===== config.mk =====
export PLATFORM = sky130hd
export DESIGN_NAME = heap_permutation_generator
export DESIGN_NICKNAME = d
export VERILOG_FILES = /design/src/rtl/core/hpg_pkg.sv /design/src/rtl/core/heap_permutation_generator.sv
export SDC_FILE = /design/constraint.sdc
export NUM_CORES = 1
export LEC_CHECK = 0
export ABC_CLOCK_PERIOD_IN_PS = 3700
export BUFFER_PORTS_ARGS = -buffer_cell sky130_fd_sc_hd__buf_2
export CORE_ASPECT_RATIO = 1.25
export CORE_MARGIN = 8
export CORE_UTILIZATION = 40
export CTS_CLUSTER_DIAMETER = 50
export DETAILED_ROUTE_END_ITERATION = 12
export PLACE_DENSITY = 0.68
export SLEW_MARGIN = 20
export SYNTH_ARGS = -nofsm -noshare
export SYNTH_HDL_FRONTEND = slang
export SYNTH_SLANG_ARGS = --single-unit

===== constraint.sdc =====
create_clock -name clk -period 3.7 [get_ports clk]
set_input_delay 0.37 -clock clk [delete_from_list [all_inputs] [get_ports clk]]
set_output_delay 0.37 -clock clk [all_outputs]
set_load 0.03 [all_outputs]

===== src/rtl/core/hpg_pkg.sv =====
package hpg_pkg;

	localparam int SYM_W           = 8;
	localparam int POS_W           = 3;
	localparam int LEN_W           = 4;
	localparam int CNT_W           = 3;
	localparam int DATA_W          = 16;
	localparam int ACT_W           = 2;
	localparam int STR_CAP         = 8;
	localparam int DEFAULT_MAX_LEN = 8;
	localparam logic [LEN_W-1:0] LEN_RESET = LEN_W'(3);

	typedef enum logic [ACT_W-1:0] {
		ACT_LOAD  = 2'd0,
		ACT_START = 2'd1,
		ACT_NEXT  = 2'd2
	} action_t;

	typedef enum logic [2:0] {
		ST_IDLE,
		ST_SCAN,
		ST_SWAP_A,
		ST_SWAP_B,
		ST_SWAP_C,
		ST_EMIT,
		ST_DONE
	} state_t;

endpackage


===== src/rtl/core/heap_permutation_generator.sv =====
// Iterative Heap's-algorithm permutation generator. A load transfer (tuser 0) writes one symbol
// into the string store, a start transfer (tuser 1) clears the swap counters and sends out the
// current string, and each next transfer (tuser 2) swaps one pair and sends out the new string,
// one symbol per output transfer with tlast on the final one; once every permutation has been
// produced a next transfer returns a single done transfer (tuser 1, tlast 1). A next scans the
// counter positions, swaps the pair through the single store read port in states SWAP_A, SWAP_B
// and SWAP_C, then sends the string out through the output register, one symbol per cycle while
// the receiver is ready. Input is not taken while an item is at work; length is written on the
// cfg channel, which is always ready.
module heap_permutation_generator #(
	parameter int MAX_LEN = hpg_pkg::DEFAULT_MAX_LEN
) (
	input  logic                          clk,
	input  logic                          arst_n,
	input  logic                          s_tvalid,
	output logic                          s_tready,
	input  logic [hpg_pkg::DATA_W-1:0]    s_tdata,  // symbol_in [7:0], symbol_index [10:8]
	input  logic [hpg_pkg::ACT_W-1:0]     s_tuser,  // action [1:0]
	output logic                          m_tvalid,
	input  logic                          m_tready,
	output logic [hpg_pkg::DATA_W-1:0]    m_tdata,  // symbol_out [7:0], position [10:8]
	output logic                          m_tlast,
	output logic [0:0]                    m_tuser,  // done_res [0]
	input  logic                          cfg_valid,
	output logic                          cfg_ready,
	input  logic [hpg_pkg::LEN_W-1:0]     cfg_data
);
	import hpg_pkg::*;

	localparam int AW     = (MAX_LEN > 1) ? $clog2(MAX_LEN) : 1;
	localparam int LenCap = (MAX_LEN < STR_CAP) ? MAX_LEN : STR_CAP;
	localparam int PAD_W  = DATA_W - SYM_W - POS_W;

	state_t            state_q, state_d;
	logic [LEN_W-1:0]  length_q;
	logic [LEN_W-1:0]  len_eff;
	logic              finished_q;
	logic [LEN_W-1:0]  x_q;
	logic [POS_W-1:0]  k_q;
	logic [SYM_W-1:0]  tmp_q;
	logic [SYM_W-1:0]  store_q [MAX_LEN];
	logic [CNT_W-1:0]  cnt_q [MAX_LEN];
	logic [CNT_W-1:0]  cnt_x;
	logic [CNT_W-1:0]  y;
	logic              s_fire;
	action_t           act;
	logic [SYM_W-1:0]  sym_in;
	logic [POS_W-1:0]  idx_in;
	logic              out_free;
	logic              k_last;

	logic [AW-1:0]     rd_addr;
	logic [SYM_W-1:0]  rd_data;
	logic              st_we;
	logic [AW-1:0]     st_waddr;
	logic [SYM_W-1:0]  st_wdata;
	logic              out_ld;

	logic              m_tvalid_q;
	logic [SYM_W-1:0]  out_sym_q;
	logic [POS_W-1:0]  out_pos_q;
	logic              out_last_q;
	logic              out_done_q;

	assign s_tready  = (state_q == ST_IDLE);
	assign cfg_ready = 1'b1;
	assign s_fire    = s_tvalid && s_tready;
	assign act       = action_t'(s_tuser);
	assign sym_in    = s_tdata[SYM_W-1:0];
	assign idx_in    = s_tdata[SYM_W +: POS_W];
	assign out_free  = !m_tvalid_q || m_tready;

	assign len_eff = (length_q == '0) ? LEN_W'(1) :
		((length_q > LEN_W'(LenCap)) ? LEN_W'(LenCap) : length_q);
	assign cnt_x   = cnt_q[AW'(x_q)];
	assign y       = x_q[0] ? cnt_x : '0;
	assign k_last  = (LEN_W'(k_q) + LEN_W'(1)) == len_eff;
	assign rd_data = store_q[rd_addr];

	// next state
	always_comb begin
		state_d = state_q;
		unique case (state_q)
			ST_IDLE: begin
				if (s_fire) begin
					unique case (act)
						ACT_START: state_d = ST_EMIT;
						ACT_NEXT:  state_d = finished_q ? ST_DONE : ST_SCAN;
						default:   state_d = ST_IDLE;
					endcase
				end
			end
			ST_SCAN: begin
				priority if (x_q >= len_eff) begin
					state_d = ST_DONE;
				end else if (LEN_W'(cnt_x) < x_q) begin
					state_d = ST_SWAP_A;
				end else begin
					state_d = ST_SCAN;
				end
			end
			ST_SWAP_A: state_d = ST_SWAP_B;
			ST_SWAP_B: state_d = ST_SWAP_C;
			ST_SWAP_C: state_d = ST_EMIT;
			ST_EMIT: begin
				if (out_free && k_last) begin
					state_d = ST_IDLE;
				end
			end
			ST_DONE: begin
				if (out_free) begin
					state_d = ST_IDLE;
				end
			end
			default: state_d = ST_IDLE;
		endcase
	end

	// datapath controls
	always_comb begin
		rd_addr  = AW'(k_q);
		st_we    = 1'b0;
		st_waddr = AW'(idx_in);
		st_wdata = sym_in;
		out_ld   = 1'b0;
		unique case (state_q)
			ST_IDLE: begin
				st_we = s_fire && (act == ACT_LOAD) && (int'(idx_in) < MAX_LEN);
			end
			ST_SWAP_A: rd_addr = AW'(x_q);
			ST_SWAP_B: begin
				rd_addr  = AW'(y);
				st_we    = 1'b1;
				st_waddr = AW'(x_q);
				st_wdata = rd_data;
			end
			ST_SWAP_C: begin
				st_we    = 1'b1;
				st_waddr = AW'(y);
				st_wdata = tmp_q;
			end
			ST_EMIT: out_ld = out_free;
			ST_DONE: out_ld = out_free;
			default: ;
		endcase
	end

	always_ff @(posedge clk) begin
		if (st_we) begin
			store_q[st_waddr] <= st_wdata;
		end
		if (state_q == ST_SWAP_A) begin
			tmp_q <= rd_data;
		end
		if (out_ld) begin
			if (state_q == ST_DONE) begin
				out_sym_q  <= '0;
				out_pos_q  <= '0;
				out_last_q <= 1'b1;
				out_done_q <= 1'b1;
			end else begin
				out_sym_q  <= rd_data;
				out_pos_q  <= k_q;
				out_last_q <= k_last;
				out_done_q <= 1'b0;
			end
		end
	end

	always_ff @(posedge clk or negedge arst_n) begin
		if (!arst_n) begin
			state_q    <= ST_IDLE;
			length_q   <= LEN_RESET;
			finished_q <= 1'b0;
			x_q        <= '0;
			k_q        <= '0;
			m_tvalid_q <= 1'b0;
			for (int i = 0; i < MAX_LEN; i++) begin
				cnt_q[i] <= '0;
			end
		end else begin
			state_q <= state_d;
			if (cfg_valid && cfg_ready) begin
				length_q <= cfg_data;
			end
			if (out_ld) begin
				m_tvalid_q <= 1'b1;
			end else if (m_tready) begin
				m_tvalid_q <= 1'b0;
			end
			unique case (state_q)
				ST_IDLE: begin
					k_q <= '0;
					x_q <= LEN_W'(1);
					if (s_fire && act == ACT_START) begin
						finished_q <= 1'b0;
						for (int i = 0; i < MAX_LEN; i++) begin
							cnt_q[i] <= '0;
						end
					end
				end
				ST_SCAN: begin
					priority if (x_q >= len_eff) begin
						finished_q <= 1'b1;
					end else if (LEN_W'(cnt_x) >= x_q) begin
						cnt_q[AW'(x_q)] <= '0;
						x_q             <= x_q + LEN_W'(1);
					end else begin
						// qualifying position, swap follows
					end
				end
				ST_SWAP_C: begin
					cnt_q[AW'(x_q)] <= cnt_x + CNT_W'(1);
					k_q             <= '0;
				end
				ST_EMIT: begin
					if (out_free) begin
						k_q <= k_q + POS_W'(1);
					end
				end
				default: ;
			endcase
		end
	end

	assign m_tvalid = m_tvalid_q;
	assign m_tdata  = {{PAD_W{1'b0}}, out_pos_q, out_sym_q};
	assign m_tlast  = out_last_q;
	assign m_tuser  = out_done_q;

`ifndef SYNTH
	a_done_is_last: assert property (@(posedge clk) disable iff (!arst_n)
		m_tvalid && m_tuser[0] |-> m_tlast && (m_tdata == '0))
		else $error("done transfer without tlast or with data");

	a_scan_range: assert property (@(posedge clk) disable iff (!arst_n)
		state_q == ST_SCAN |-> (x_q >= LEN_W'(1)) && (x_q <= len_eff))
		else $error("scan position out of range");

	a_swap_counter: assert property (@(posedge clk) disable iff (!arst_n)
		state_q == ST_SWAP_C |-> LEN_W'(cnt_x) < x_q)
		else $error("swap with exhausted counter");

	a_emit_loads: assert property (@(posedge clk) disable iff (!arst_n)
		(state_q == ST_EMIT || state_q == ST_DONE) && out_free |=> m_tvalid)
		else $error("output register not loaded");

	a_busy_not_ready: assert property (@(posedge clk) disable iff (!arst_n)
		s_fire && act == ACT_NEXT |=> !s_tready)
		else $error("next item finished in one cycle");
`endif

endmodule


# After elaboration in Yosys (flattened, before gate mapping)
# Memories as Yosys holds them, arrays and structs flattened.
# Cells that the tools add are included.
# W data, S select, Z words.
# word_totals
ff_bits	61
ramBits	64
out_inout_bits	21
elab_cells	111
mem_count	1
# mem_list
name	depth	width	rd	rd_clocked_by_memory_dff	wr	line_no	source
store_q	8	8	1	0	1	heap_permutation_generator.sv:41	logic [SYM_W-1:0] store_q [MAX_LEN];
# classes
n_addsub	4
n_lt_le_gt_ge	6
n_eq_ne	17
mux	39
n_bitwise	3
n_reduce_logical	22
# op_table
cell	count
$mux W24	3
$pmux W24 S3	1
$mux W3	10
$and A24 B24 Y24	1
$bwmux W24	1
$not A24 Y24	1
$pmux W3 S2	4
$pmux W3 S7	1
$mux W4	4
$pmux W8 S2	1
$ne A2 B2 Y1 const B	6
$bmux W3 S3	1
$demux W3 S3	1
$eq A3 B3 Y1 const B	3
$reduce_and A3 Y1	3
$mux W1	8
$pmux W4 S2	1
$add A3 B1 Y3 const B	2
$eq A3 B2 Y1 const B	2
$reduce_bool A2 Y1	3
$reduce_or A2 Y1	3
$logic_and A1 B1 Y1	5
$add A3 B1 Y4 const B	1
$add A4 B1 Y4 const B	1
other kinds (22)	24

# Depth between registers and ports, before layout
# Gate-level depths: netlist (run 1).
# logic_depth
depth_word	10
depth_mapped	14
mapped_depth_nobuf	11

# Least setup slack after synthesis (run 1)
# OpenSTA, ideal clock, no wires.
# synth_path
kind	register -> register
start	register x_q[1]
end	memory store_q[0][1] (data pin)
setup_ps	273
arrival_time_ps	2953
path_slack_ps	474
path_stages_with_launch	14
path_cell_list	dfrtp_1 buf_4 mux4_2 nand2_1 and2_1 inv_2 ha_1 mux2_2 nor2_1 clkbuf_1 o221ai_1 o22ai_1 mux2i_1 a21o_1
# synth_via
elab_chain_len	8
# synth_rtl
element	line_no	source
start: declaration	heap_permutation_generator.sv:38	logic [LEN_W-1:0] x_q;
start signal: assignment	heap_permutation_generator.sv:207	x_q <= x_q + LEN_W'(1);
$not A3 Y4 (implied by the code)	heap_permutation_generator.sv:75	assign cnt_x = cnt_q[AW'(x_q)];
$bmux W3 S3	heap_permutation_generator.sv:75	
$mux W3 (implied by the code) (2 in a row)	heap_permutation_generator.sv:75	
$mux W3	heap_permutation_generator.sv:76	assign y = x_q[0] ? cnt_x : '0;
$pmux W3 S2 *	heap_permutation_generator.sv:126	unique case (state_q)
$mem_v2 Z8 W8 *	--	
named net rd_data[1]	heap_permutation_generator.sv:53	logic [SYM_W-1:0] rd_data;
$pmux W8 S2 *	heap_permutation_generator.sv:126	
named net st_wdata[1]	heap_permutation_generator.sv:56	logic [SYM_W-1:0] st_wdata;
end: declaration	heap_permutation_generator.sv:41	
# The timed path passes the listed nets; every way through them passes the cells marked *. The select of a mux whose other input is x is not followed.

# Final worst setup path (run 1)
# layout_path
start	register x_q[1]
end	memory store_q[1][5] (data pin)
# Same word-level chain as after synthesis.

==> results.json, run 1 <==
{
  "status": "finished, final reports clean",
  "setup_tns_ns": 0,
  "wirelength_um": 16600,
  "grt_overflow": 0,
  "cts_tree": "done",
  "synth-main-ff-cell": "edfxtp_1",
  "die_h_um": 158,
  "pwr-share-comb_pct": 43.3,
  "hold_class": "input pin to async pin",
  "antenna_found_initial": 0,
  "dieArea_um2": 20600,
  "min_period_over_period_pct": 94.7,
  "drv_slew": 0,
  "setup.worst_path.class": "register to register",
  "rsz0062_at_grt": "no",
  "ir_drop_mv": 0.586,
  "wire_per_inst_um": 19.3,
  "clkTransAtPathRegs_ns": 0.06,
  "grt_max_degree": 42,
  "cp.arrival_ns": 3.73,
  "cts_hold_buf": 0,
  "synth.yosys.seq_area_share_pct": 54.8,
  "final_cells": 857,
  "synth-seq-cells": 125,
  "slew_headroom_pct": 28.8,
  "syn_avg_cell_area_um2": 11.1,
  "r2r_end": "store_q[1][5]$_DFFE_PP_",
  "dp_hpwl_um": 10800,
  "clock_latency_ns": 0.41,
  "vias": 4941,
  "route.met3.wl_um": 830,
  "p_seq_share_pct": 33.3,
  "n_antenna_cell": 0,
  "numPortBuffers": 36,
  "skew_ns": 0.00851,
  "final-seq-area_um2": 3560,
  "fill_cells": 1484,
  "fmaxAchievable_mhz": 285,
  "cp.required_ns": 3.92,
  "power_mw": 6.61,
  "final_core_util_pct": 47.0,
  "grt_pass1_wl_um": 26400,
  "post_drt_via_cell_ratio": 5.77,
  "switching_share_pct": 40.3,
  "firstDrtPassIters": 7,
  "cp-start-kind": "register",
  "setup_viol": 0,
  "powerDensity_nw_per_um2": 879,
  "track_usage_pct": 16.7,
  "route.top_layer_used": "met4",
  "grt_pass1_vias": 4976,
  "synth_warnings": 0,
  "cp-startpoint": "x_q[1]$_DFFE_PN0P_",
  "synth.area.mux_share_pct": 5.15,
  "pwr-share-clk_pct": 23.4,
  "tightestPinTransition_ns": 1.06,
  "synth.distinct_cells": 64,
  "p_leak_nw": 3.00,
  "p_sw_mw": 2.67,
  "area_growth_pct": 15.9,
  "synth_top_family_by_area": "compound AO/OA/AOI/OAI gates",
  "ioPinCount": 48,
  "hold_violations": 0,
  "final_nets": 669,
  "multi_input_area_um2": 2570,
  "die_w_um": 130,
  "drt_iter0_drc": 452,
  "met1_length_um": 6640,
  "cts_root_buffer": "clkbuf_16",
  "layout-drive-gt1-share_pct": 17.9,
  "gp_congestion": 0.887,
  "drcViolationCount": 0,
  "p_int_mw": 3.95,
  "cts.path.max_buffers": 2,
  "r2r-start": "x_q[1]$_DFFE_PN0P_",
  "period_needed_ns": 3.50,
  "postSynthCellCount": 585,
  "synth_xor_xnor_area_share_pct": 0.540,
  "dp_cells": 825,
  "synthArstFlopShare_pct": 32.0,
  "dp_slack_ns": 0.127,
  "start_util_pct": 40.5,
  "ff2ff_setup_slack_ns": 0.20,
  "synth_compound_area_share_pct": 20.2,
  "maxCapViolations": 0,
  "synth-edff-count": 85,
  "met2RoutedLength_um": 8730,
  "h-tree-depth": 4,
  "synth_simple_gate_area_share_pct": 10.6,
  "reg2regPathDepth": 11,
  "clock-sinks": 125,
  "critPathMaxFanout": 32,
  "synth_fa_ha_area_share_pct": 2.70,
  "cts_buffers": 17,
  "synth_area_um2": 6490,
  "postRouteAntennaNets": 0,
  "core_area_um2": 16000,
  "setup_slack_ns": 0.196,
  "cp-end-kind": "register",
  "crit_end": "store_q[1][5]$_DFFE_PP_",
  "num_rows": 52
}
cells in the final DEF, fill, tap and decap left out, types with 12 or more instances in the layout:
cell type  instances
o221ai_1          32
and2_1            12
nor2_1            29
buf_4             27
dfrtp_1           38
inv_1             42
clkbuf_16         17
mux2i_1           15
a21oi_1           14
buf_2             36
edfxtp_1          85
o21ai_0           39
o22ai_1           32
nand2_1           42
ha_1              14
Yosys cell counts (10+ instances only):
cell type,instances,area share (%)
and2_1,12,1.2
clkbuf_1,25,1.4
ha_1,14,2.7
inv_1,42,2.4
dfrtp_1,38,15
mux2i_1,15,2.3
nand2b_1,10,0.96
a21oi_1,14,1.1
o221ai_1,32,4.3
nand3_1,11,0.85
nor2_1,29,1.7
o22ai_1,32,3.1
edfxtp_1,85,39
nand2_1,42,2.4
a21o_1,11,1.3
o21ai_0,39,3.0
area by class of cell:
| type | instances | share of cell area [%] |
|---|---|---|
| flip-flops and latches | 125 | 47.3 |
| inverters | 46 | 2.30 |
| repair buffers | 64 | 5.36 |
| multi-input cells | 374 | 34.1 |
| clock buffers | 19 | 5.76 |
| well taps | 216 | 3.59 |
| clock inverters | 13 | 1.58 |
metal layers:
layer  vias to the layer above  global-route usage [%]
met2                       159                    29.1
met5                         -                       0
met1                      2462                    19.6
met3                        26                    3.52
met4                         0                    6.93
li1                       2294                       -
sequential cells by signal, indices dropped and copies added (netlist names):
name	count
cnt_q	24
finished_q	1
k_q	3
length_q	4
m_tlast	1
m_tuser	1
m_tvalid	1
out_pos_q	3
out_sym_q	8
state_q	3
store_q	64
tmp_q	8
x_q	4
timing repair:
| action | 4_1_cts | 5_1_grt |
|---|---|---|
| setup buffers | 0 | 0 |
| endpoints found under the setup margin | 0 | 57 |
| resized for setup | 0 | 1 |
logic make-up (layout without fill, tap and decap cells):
group,count (synthesis),after routing
flip-flops,125,125
buffers and inverters,90,142
other,2,6
adder cells (fa/ha/maj),14,14
AND/OR/NAND/NOR,136,136
XOR/XNOR,4,4
multiplexers,27,27
AO/OA/AOI/OAI,187,187
worst min-delay path by stage:
stage                             to                 start  slack, ns  depth (start not counted)
3_5_place_dp    cnt_q[5]$_DFFE_PN0P_  cnt_q[5]$_DFFE_PN0P_       0.48                          1
4_1_cts        cnt_q[17]$_DFFE_PN0P_                arst_n        0.1                          1
6_report       cnt_q[17]$_DFFE_PN0P_                arst_n       0.08                          1
2_1_floorplan   cnt_q[0]$_DFFE_PN0P_                arst_n       0.07                          0
3_3_place_gp    cnt_q[5]$_DFFE_PN0P_  cnt_q[5]$_DFFE_PN0P_       0.48                          1
5_1_grt        cnt_q[17]$_DFFE_PN0P_                arst_n       0.16                          1
worst max-delay path, cell delays in order, from the launching register on:
cell and delay, ns:
dfrtp_1 0.50, mux4_2 0.54, nand2_1 0.08, and2_1 0.21, inv_2 0.07, ha_1 0.19
mux2_2 0.28, mux2_4 0.42, o221ai_1 0.25, o22ai_1 0.11, mux2i_1 0.34, a21o_1 0.31
metrics by stage:
stage,cell area [um2],hold WS (ns)
3_5_place_dp,6960,0.484
4_1_cts,7520,0.0982
6_report,7520,0.0830
3_3_place_gp,6960,0.481
5_1_grt,7520,0.156
2_1_floorplan,6500,0.0744
power groups by stage:
stage / clock (mW) / sequential, mW / combinational [mW]
after floorplan: 0 / 2.30 / 1.87
after global placement: 0 / 2.21 / 2.74
after detailed placement: 0 / 2.22 / 2.82
after CTS: 1.56 / 2.20 / 2.84
after global routing: 1.62 / 2.23 / 3.12
final: 1.55 / 2.20 / 2.86
(Power assumes the default switching activity.)
==> inputs of run 2 (changes only) <==
--- a/config.mk
+++ b/config.mk
@@ -7,7 +7,7 @@
 export LEC_CHECK = 0
 export ABC_CLOCK_PERIOD_IN_PS = 3700
 export BUFFER_PORTS_ARGS = -buffer_cell sky130_fd_sc_hd__buf_2
-export CORE_ASPECT_RATIO = 1.25
+export CORE_ASPECT_RATIO = 0.7
 export CORE_MARGIN = 8
 export CORE_UTILIZATION = 40
 export CTS_CLUSTER_DIAMETER = 50
==> run 2 against run 1 <==
Clock power increased by 10%. Setup slack got worse by 0.053 ns. Flip-flop and latch count unchanged. Combinational power about the same. Routed wire length decreased by 1.6%. Sequential power about the same. Non-clock buffer count decreased by 4. Count of clock-buffer cells in the layout increased by 3. Utilization about the same. First-iteration DRC count increased by 9.5%. Fmax decreased by 1.5%. Largest cell class unchanged. Highest routed layer unchanged.
==> results.json, run 2 (synthesis gave the netlist of run 1 again) <==
{
  "ir_drop_mv": 0.349,
  "clock-sinks": 125,
  "final-seq-area_um2": 3560,
  "route.met3.wl_um": 1310,
  "cts_hold_buf": 0,
  "setup_viol": 0,
  "final_cells": 842,
  "hold_class": "input pin to async pin",
  "crit_chain": "mux4_2 > nand2_1 > and2_1 > inv_2 > ha_1 > mux2_2 > mux2_4 > o221ai_1 > o22ai_1 > mux2i_1 > a21o_1",
  "path_depth": 11,
  "setup.worst_path.class": "register to register",
  "fill_cells": 1442,
  "maxCapViolations": 0,
  "fin_area_um2": 7570,
  "track_usage_pct": 16.0,
  "cp.arrival_ns": 3.76,
  "final_nets": 665,
  "cts_resized": 1,
  "wirelength_um": 16300,
  "cp.required_ns": 3.90,
  "vias": 4904,
  "start_util_pct": 40.3,
  "met1_length_um": 7810,
  "grt_overflow": 0,
  "cts_buffers": 17,
  "largest_reg_flops": 64,
  "dieArea_um2": 20600,
  "fmaxAchievable_mhz": 281,
  "cp-end-kind": "register",
  "dp_hpwl_um": 11200,
  "core_area_um2": 16100,
  "largest-register": "store_q",
  "clock_latency_ns": 0.41,
  "hold_violations": 0,
  "layout-drive-gt1-share_pct": 19.6,
  "skew_ns": 0.0121,
  "rsz0062_at_grt": "no",
  "p_leak_nw": 3.03,
  "grt_max_degree": 41,
  "power_mw": 6.77,
  "slew_headroom_pct": 33.3,
  "grt_pass1_wl_um": 25800,
  "h-tree-depth": 4,
  "critPathMaxFanout": 32,
  "cp-start-kind": "register",
  "period_needed_ns": 3.56,
  "multi_input_area_um2": 2580,
  "cts_root_buffer": "clkbuf_16",
  "powerDensity_nw_per_um2": 894,
  "gp_congestion": 0.876,
  "reg2regPathDepth": 11,
  "ioPinCount": 48,
  "postRouteAntennaNets": 0,
  "placed_area_um2": 6920,
  "status": "finished, final reports clean",
  "route.top_layer_used": "met4",
  "layout_commonest_cell": "edfxtp_1",
  "post_drt_via_cell_ratio": 5.82,
  "wire_per_inst_um": 19.4,
  "layout_common_cells": "edfxtp_1, inv_1, nand2_1",
  "die_w_um": 168,
  "area_growth_pct": 16.7,
  "cts_setup_buffers": 0,
  "drcViolationCount": 0,
  "crit_buf_inv": 1,
  "hold_ws_ns": 0.100,
  "top_regs": "store_q x64, cnt_q x24",
  "grt_pass1_vias": 4688,
  "numPortBuffers": 36,
  "clkTransAtPathRegs_ns": 0.06,
  "met2RoutedLength_um": 7050,
  "cts.path.max_buffers": 2,
  "dp_cells": 810,
  "num_rows": 39,
  "cpLargestDelayFamily": "multiplexers",
  "die_h_um": 123,
  "firstDrtPassIters": 5,
  "tightestPinTransition_ns": 0.997,
  "slowest_delay_ns": 0.55,
  "drv_slew": 0,
  "n_antenna_cell": 0,
  "drt_iter0_drc": 495,
  "cts_tree": "done",
  "antenna_found_initial": 0,
  "critPathSlowestCell": "mux4_2",
  "min_period_over_period_pct": 96.1
}
## run 2: through the flow
| stage | utilization (%) | setup slack (ns) | setup TNS (ns) |
|---|---|---|---|
| 3_3_place_gp | 43.0 | 0.156 | 0 |
| 4_1_cts | 46.9 | 0.0678 | 0 |
| 2_1_floorplan | - | 0.474 | 0 |
| 3_5_place_dp | 43.0 | -0.0320 | -0.252 |
| 6_report | 47.0 | 0.143 | 0 |
| 5_1_grt | 47.0 | 0.0289 | 0 |
## run 2: power by group
part / internal [mW] / switching (mW)
logic: 0.972 / 1.88
registers: 2.02 / 0.177
clock network: 1.09 / 0.628
## run 2: cell type report
class,instances,area share [%]
clock inverter,10,1.26
clock buffer,22,6.98
tap,205,3.39
multi-input combinational,374,34.2
timing repair buffer,60,4.93
inverter,46,2.28
sequential,125,47.0
## run 2: final timing paths
kind	startpoint	end	slack, ns
worst max-delay path	x_q[1]$_DFFE_PN0P_	store_q[5][3]$_DFFE_PP_	0.14
worst min-delay path	arst_n	cnt_q[10]$_DFFE_PN0P_	0.10
worst max register to register	x_q[1]$_DFFE_PN0P_	store_q[5][3]$_DFFE_PP_	0.14
worst min register to register	cnt_q[5]$_DFFE_PN0P_	cnt_q[5]$_DFFE_PN0P_	0.52
max in group asynchronous	arst_n	x_q[0]$_DFFE_PN0P_	2.95
min in group clk	cfg_data[3]	length_q[3]$_DFFE_PN0P_	0.16
## run 2: per-layer routing
metal  GRT usage (%)  vias to the layer above
met2            23.2                      179
met5               0                        -
li1                -                     2289
met4            3.84                        0
met1            23.2                     2428
met3            4.47                        8
